[src/hdl/cvlc_pkg.sv]
// Package for the circle viewport line clipper: widths, codes and control structs
// shared by the controller and the datapath, and the datapath's constant helpers.
// No dependencies.
`timescale 1ns / 1ps
`default_nettype none

package cvlc_pkg;

  localparam int unsigned CIRCLE_RADIUS = 99;
  localparam int unsigned SEARCH_COUNT  = 10;

  localparam int unsigned COORD_W   = 24;
  localparam int unsigned SCALE_W   = 13;
  localparam int unsigned FRAC_W    = 16;
  localparam int unsigned PROD_W    = COORD_W + SCALE_W;
  localparam int unsigned SC_W      = PROD_W - FRAC_W;            // scaled magnitude
  localparam int unsigned RAD_W     = $clog2(CIRCLE_RADIUS + 1);
  localparam int unsigned HW_DEPTH  = 2 ** RAD_W;
  localparam int unsigned STEP_W    = $clog2(SEARCH_COUNT + 2);

  localparam logic [SCALE_W-1:0] SCALE_RESET = SCALE_W'(495);

  typedef logic signed [COORD_W-1:0] coord_t;

  typedef enum logic [1:0] {
    PT_OUTSIDE,
    PT_INSIDE,
    PT_BOUNDARY
  } pt_class_e;

  typedef enum logic [1:0] {
    MS_P0,
    MS_P1,
    MS_GUESS
  } mul_sel_e;

  typedef enum logic [2:0] {
    ST_IDLE,
    ST_MUL0,
    ST_MUL1,
    ST_CHK1,
    ST_DECIDE,
    ST_MULG,
    ST_CLSG
  } ctrl_state_e;

  typedef struct packed {
    logic     load;         // capture the request endpoints
    mul_sel_e mul_sel;      // point fed to the scaler
    logic     mul_en;       // register the scaled magnitudes
    logic     save_in0;     // latch class of first endpoint
    logic     save_in1;     // latch class of second endpoint
    logic     init_search;  // set up bracket and first midpoint
    logic     step_adv;     // narrow bracket, next midpoint
    logic     finish;       // build the result and strobe it
  } cvlc_cmd_t;

  typedef struct packed {
    pt_class_e cls;         // class of the point in the scaler registers
    logic      in0;
    logic      in1;
  } cvlc_sts_t;

  // Magnitude of a two's complement coordinate; the most negative value maps exactly.
  function automatic logic [COORD_W-1:0] abs_coord(input coord_t a);
    logic [COORD_W-1:0] m;
    m = a[COORD_W-1] ? (~a + COORD_W'(1)) : a;
    return m;
  endfunction

  // Midpoint truncated toward zero.
  function automatic coord_t mid_point(input coord_t a, input coord_t b);
    logic [COORD_W:0] s;
    logic [COORD_W:0] t;
    s = {a[COORD_W-1], a} + {b[COORD_W-1], b};
    t = s + {{COORD_W{1'b0}}, s[COORD_W]};
    return t[COORD_W:1];
  endfunction

  // Elaboration-time integer square root for the half-width table.
  function automatic int unsigned isqrt(input int unsigned v);
    int unsigned r;
    r = 0;
    while ((r + 1) * (r + 1) <= v) r++;
    return r;
  endfunction

endpackage

`default_nettype wire

[src/hdl/cvlc_ctrl.sv]
// Controller of the line clipper: sequences the endpoint tests and the
// bisection steps and issues datapath commands. Uses cvlc_pkg.
`timescale 1ns / 1ps
`default_nettype none

module cvlc_ctrl import cvlc_pkg::*; (
  input  wire logic      clk_i,
  input  wire logic      rst_ni,
  input  wire logic      start_i,
  input  wire cvlc_sts_t sts_i,
  output logic           busy_o,
  output cvlc_cmd_t      cmd_o
);

  ctrl_state_e state_q, state_d;
  logic [STEP_W-1:0] cnt_q, cnt_d;
  logic last_step;

  assign last_step = (cnt_q == STEP_W'(SEARCH_COUNT));

  always_ff @(posedge clk_i or negedge rst_ni) begin
    if (!rst_ni) begin
      state_q <= ST_IDLE;
      cnt_q   <= '0;
    end else begin
      state_q <= state_d;
      cnt_q   <= cnt_d;
    end
  end

  // next state
  always_comb begin
    state_d = state_q;
    cnt_d   = cnt_q;
    case (state_q)
      ST_IDLE:   if (start_i) state_d = ST_MUL0;
      ST_MUL0:   state_d = ST_MUL1;
      ST_MUL1:   state_d = ST_CHK1;
      ST_CHK1:   state_d = ST_DECIDE;
      ST_DECIDE: begin
        cnt_d   = '0;
        state_d = (sts_i.in0 == sts_i.in1) ? ST_IDLE : ST_MULG;
      end
      ST_MULG:   state_d = ST_CLSG;
      ST_CLSG: begin
        if (sts_i.cls == PT_BOUNDARY || last_step) begin
          state_d = ST_IDLE;
        end else begin
          cnt_d   = cnt_q + STEP_W'(1);
          state_d = ST_MULG;
        end
      end
      default:   state_d = ST_IDLE;
    endcase
  end

  // outputs
  always_comb begin
    cmd_o  = '0;
    cmd_o.mul_sel = MS_GUESS;
    busy_o = 1'b1;
    case (state_q)
      ST_IDLE: begin
        busy_o     = 1'b0;
        cmd_o.load = start_i;
      end
      ST_MUL0: begin
        cmd_o.mul_sel = MS_P0;
        cmd_o.mul_en  = 1'b1;
      end
      ST_MUL1: begin
        cmd_o.mul_sel  = MS_P1;
        cmd_o.mul_en   = 1'b1;
        cmd_o.save_in0 = 1'b1;
      end
      ST_CHK1:   cmd_o.save_in1 = 1'b1;
      ST_DECIDE: begin
        cmd_o.finish      = (sts_i.in0 == sts_i.in1);
        cmd_o.init_search = (sts_i.in0 != sts_i.in1);
      end
      ST_MULG:   cmd_o.mul_en = 1'b1;
      ST_CLSG: begin
        cmd_o.finish   = (sts_i.cls == PT_BOUNDARY) || last_step;
        cmd_o.step_adv = !((sts_i.cls == PT_BOUNDARY) || last_step);
      end
      default:   busy_o = 1'b1;
    endcase
  end

  a_no_finish_idle: assert property (@(posedge clk_i) disable iff (!rst_ni)
    state_q == ST_IDLE |-> !cmd_o.finish)
    else $error("finish issued while idle");

  a_step_bound: assert property (@(posedge clk_i) disable iff (!rst_ni)
    cnt_q <= STEP_W'(SEARCH_COUNT))
    else $error("bisection step count overrun");

  a_accept_busy: assert property (@(posedge clk_i) disable iff (!rst_ni)
    (start_i && !busy_o) |=> busy_o)
    else $error("accepted request did not raise busy");

  a_adv_not_finish: assert property (@(posedge clk_i) disable iff (!rst_ni)
    !(cmd_o.step_adv && cmd_o.finish))
    else $error("bisection advanced and finished together");

endmodule

`default_nettype wire

[config.mk]
export PLATFORM = sky130hd
export DESIGN_NAME = cvlc_ctrl
export DESIGN_NICKNAME = d
export VERILOG_FILES = /design/src/hdl/cvlc_pkg.sv /design/src/hdl/cvlc_ctrl.sv
export SDC_FILE = /design/constraint.sdc
export NUM_CORES = 1
export LEC_CHECK = 0
export ABC_CLOCK_PERIOD_IN_PS = 3880
export CORE_MARGIN = 5
export CORE_UTILIZATION = 35
export CTS_CLUSTER_SIZE = 16
export DETAILED_ROUTE_END_ITERATION = 10
export DONT_BUFFER_PORTS = 1
export GPL_ROUTABILITY_DRIVEN = 0
export MAX_ROUTING_LAYER = met4
export PLACE_DENSITY = 0.46
export SLEW_MARGIN = 25
export SYNTH_ARGS = -nofsm -noshare
export SYNTH_HDL_FRONTEND = slang
export SYNTH_SLANG_ARGS = --single-unit
[constraint.sdc]
create_clock -name clk_i -period 3.88 [get_ports clk_i]
set_input_delay 0 -clock clk_i [delete_from_list [all_inputs] [get_ports clk_i]]
set_output_delay 0 -clock clk_i [all_outputs]
set_load 0.005 [all_outputs]
# Word level (Yosys, flattened, before mapping)
# Index checks and enable logic that the tools add are counted.
# totals
reg_bits,7
# classes
n_reduce_logical,6
add_sub_neg,1
mux,15
n_eq_ne,12
# ops
op,count
3-bit case mux with 7 select lines,1
3-bit == test (second input constant),3
3-bit two-way mux,3
4-bit case mux with 2 select lines,1
1-bit two-way mux,7
3-bit by 2-bit == test with 1-bit output (second input constant),2
4-bit by 1-bit adder with 4-bit output (second input constant),1
4-bit == test (second input constant),1
4-bit two-way mux,1
2-bit inequality test (second input constant),2
2-bit case mux with 2 select lines,1
3-bit by 1-bit == test with 1-bit output (second input constant),1
3-bit logical NOT,1
3-bit OR reduction,1
2-bit == test (second input constant),1
1-bit case mux with 2 select lines,1
2-bit AND reduction,1
2-bit nonzero test,1
1-bit == test,1
1-bit logical NOT,1
1-bit logical OR,1
1-bit inequality test,1

# Depth between registers and ports, before layout
# depth
word_depth,4
depth_mapped,5
depth_no_buf,5

# Least setup slack after synthesis
# OpenSTA, ideal clock, no wires.
# synth_path
path_kind,register to register
from,register cnt_q[0]
to,register cnt_q[0]
arrival_time_ps,1233
stages_incl_launch_ff,6
synth_period_minus_slack_ps,1359
setup_ps,126
slack_ps,2521
n_path_buf,0
cell_sequence,dfrtp_1 > inv_1 > ha_1 > and3b_1 > nor3_1 > a311o_1
# synth_between
elab_chain_len,4
# synth_rtl
element,line_no,text
from (decl),cvlc_ctrl.sv:16,"logic [STEP_W-1:0] cnt_q, cnt_d;"
from (signal assigned),cvlc_ctrl.sv:27,cnt_q <= cnt_d;
branches (longest 4 deep; another with 4-bit by 1-bit adder with 4-bit output),--,
# Parallel ways; which one is timed is not known. The select of a mux whose other input is x is not followed.
# A chain may end at the register's enable or synchronous reset.

==> out/qor.txt <==
Hold WS: 0.0704 ns
sequential area share after synthesis: 0.304
Worst Tran Pin Value: 0.626 ns
Max clock buf depth: 2
WL/cell: 14.2 um
GR Util All Layers: 0.0974
synth unique cells: 33
Post-synth top flop: dfrtp_1
Pwr Density: 765 mW/mm^2
initial antenna violation count: 0
RSZ-0062 raised after global routing: false
Mapped Cells: 66
drt first pass iters: 4
# rows: 14
Starting DRT DRC Count: 13
Final #Nets: 75
commonest non-fill, non-tap cell in the layout: dfrtp_1
number of clock sinks: 7
Netlist Area Pre-Place: 576 sq um
Leakage: 0.249 nW
vias per cell: 5.62
Ant. Diodes: 0
die width: 50.6 um
worst min-delay path category: in2reg
minimum clock period: 1.71 ns
Req. time, crit path: 3.88 ns
largest net degree at the start of global routing: 23
crit path DAT: 1.71 ns
CP Launch Type: flip-flop
total CTS buffers: 3
worst vdd ir: 0.000308 V
proportion of layout cells with a drive suffix above 1: 0.0769
max_slew headroom: 0.583
die area: 0.00256 sq mm
I/O Pins: 17
clk_lat worst skew: 0.24 ns
Mean Syn Cell Area: 8.72 sq um
Clock transition at path regs: 0.05 ns
Final Hold Vio Count: 0
syn_nets: 75
most frequent cells in the layout: 7 x dfrtp_1, 5 x a21oi_1, 4 x nand2b_1, 4 x nor2_1, 4 x nand2_1
Overflow after GRT: 0
YS warnings: 0
total core area: 0.00154 sq mm
Initial Utilization: 0.373
worst reg2reg setup slack: 2.34 ns
first-pass GRT wire length: 1880 um
CTS tree: built
reg2reg end: state_q[1]$_DFFE_PN0P_
CP max FO: 22
Layout area overhead: 1.74%
synthesized flop and latch total: 7
worst setup path end: cmd_o[5]
# fillers: 167
Worst Reg2Reg Path Length in Cells: 2
final count of negative-setup-slack endpoints: 0
Tcrit/Tclk final: 0.442
total vias in the final route: 455
Max Freq: 583 MHz
Setup Skew: 0.000374 ns
Worst setup EP type: primary output
Async S/R FF share, synth: 1.00
CTS root buffer: clkbuf_4
MaxCap Viol Count: 0
setup TNS: 0 ns
post-DP HPWL: 864 um
post-route ant nets: 0
drc violations: 0
Port Buffers: 0
CP startpoint: state_q[1]$_DFFE_PN0P_
Overall Power: 0.000448 W
H-tree depth: 1
Routed WL: 1150 um
EDFF count, synth: 0
vias in the first global route: 421
status: complete, no violations
reg2reg start: state_q[1]$_DFFE_PN0P_
critical path class: reg2out
die height: 50.6 um
Final Max Slew Viols: 0
## metrics by stage
step | std cells | setup slack, ns | area [sq um] | utilization
floorplan | 66 | 2.52 | 576 | -
global placement | 76 | 2.36 | 549 | 0.356
detailed placement | 76 | 2.35 | 549 | 0.356
CTS | 81 | 2.14 | 586 | 0.380
global route | 81 | 2.04 | 586 | 0.380
finish | 81 | 2.17 | 586 | 0.380
## area by class of cell
class                   count  area [sq um]  share of cell area
multi-input cells          50           343               0.585
flip-flops and latches      7           175               0.299
clock buffers               4          26.3              0.0449
well taps                  16          20.0              0.0342
inverters                   3          11.3              0.0192
repair buffers              1          10.0              0.0171
## state kept, by name, summed over array words and instances (netlist names)
name     cells
cnt_q        4
state_q      3
## synthesized netlist by cell type, drive strengths merged, types with 2 or more instances
cell type	instances	area, sq um
a21oi	5	25.0
buf	5	42.5
dfrtp	7	175
ha	2	25.0
inv	3	11.3
nand2	4	15.0
nand2b	5	38.8
nand3	2	10.0
nand3b	2	15.0
nor2	4	15.0
nor3	2	10.0
nor3b	2	15.0
nor4	2	12.5
o211ai	2	15.0
o21ai	2	10.0
o21bai	2	15.0
xor2	2	17.5
## logic make-up (layout without fill, tap and decap cells)
group                      Yosys count  count (layout)  synth area share
and+or+nand+nor                     28              28             0.296
AOI/OAI and AO/OA                   17              17             0.211
buffers and inverters                9               8             0.100
DFF                                  7               7             0.304
xor gates and xnor gates             3               3            0.0457
adders and majority gates            2               2            0.0435
## power breakdown
| part | switching [W] | leakage (nW) | internal, W |
|---|---|---|---|
| combinational | 0.0000957 | 0.148 | 0.0000999 |
| clock | 0.0000240 | 0.0150 | 0.0000391 |
| sequential | 0.0000808 | 0.0854 | 0.000108 |
## worst min-delay path by stage
stage,startpoint,cells after the start,end
floorplan,rst_ni,0,cnt_q[0]$_DFFE_PN0P_
global placement,rst_ni,0,state_q[0]$_DFFE_PN0P_
detailed placement,rst_ni,0,state_q[1]$_DFFE_PN0P_
CTS,rst_ni,1,cnt_q[0]$_DFFE_PN0P_
global route,start_i,2,cmd_o[8]
finish,start_i,3,state_q[0]$_DFFE_PN0P_
## per-layer routing
metal | up-vias | global-route usage | wire, um
met1 | 208 | 0.119 | 547
met4 | 0 | 0.0766 | 25
met2 | 8 | 0.145 | 540
met5 | - | - | 0
met3 | 4 | 0.00888 | 35
li1 | 235 | - | -
## worst max-delay path, cell delays in order, from the launching register on
cell      delay (ns)
dfrtp_1         0.74
nor3b_1         0.52
o21bai_1        0.21
## timing repair
item                                    in CTS  in global routing
endpoints found under the setup margin       0                  0
hold endpoints to repair                     7                  0
hold buffers                                 1                  0
setup buffers                                0                  0
resized for setup                            0                  0
Power figures use the tool's default switching activity.
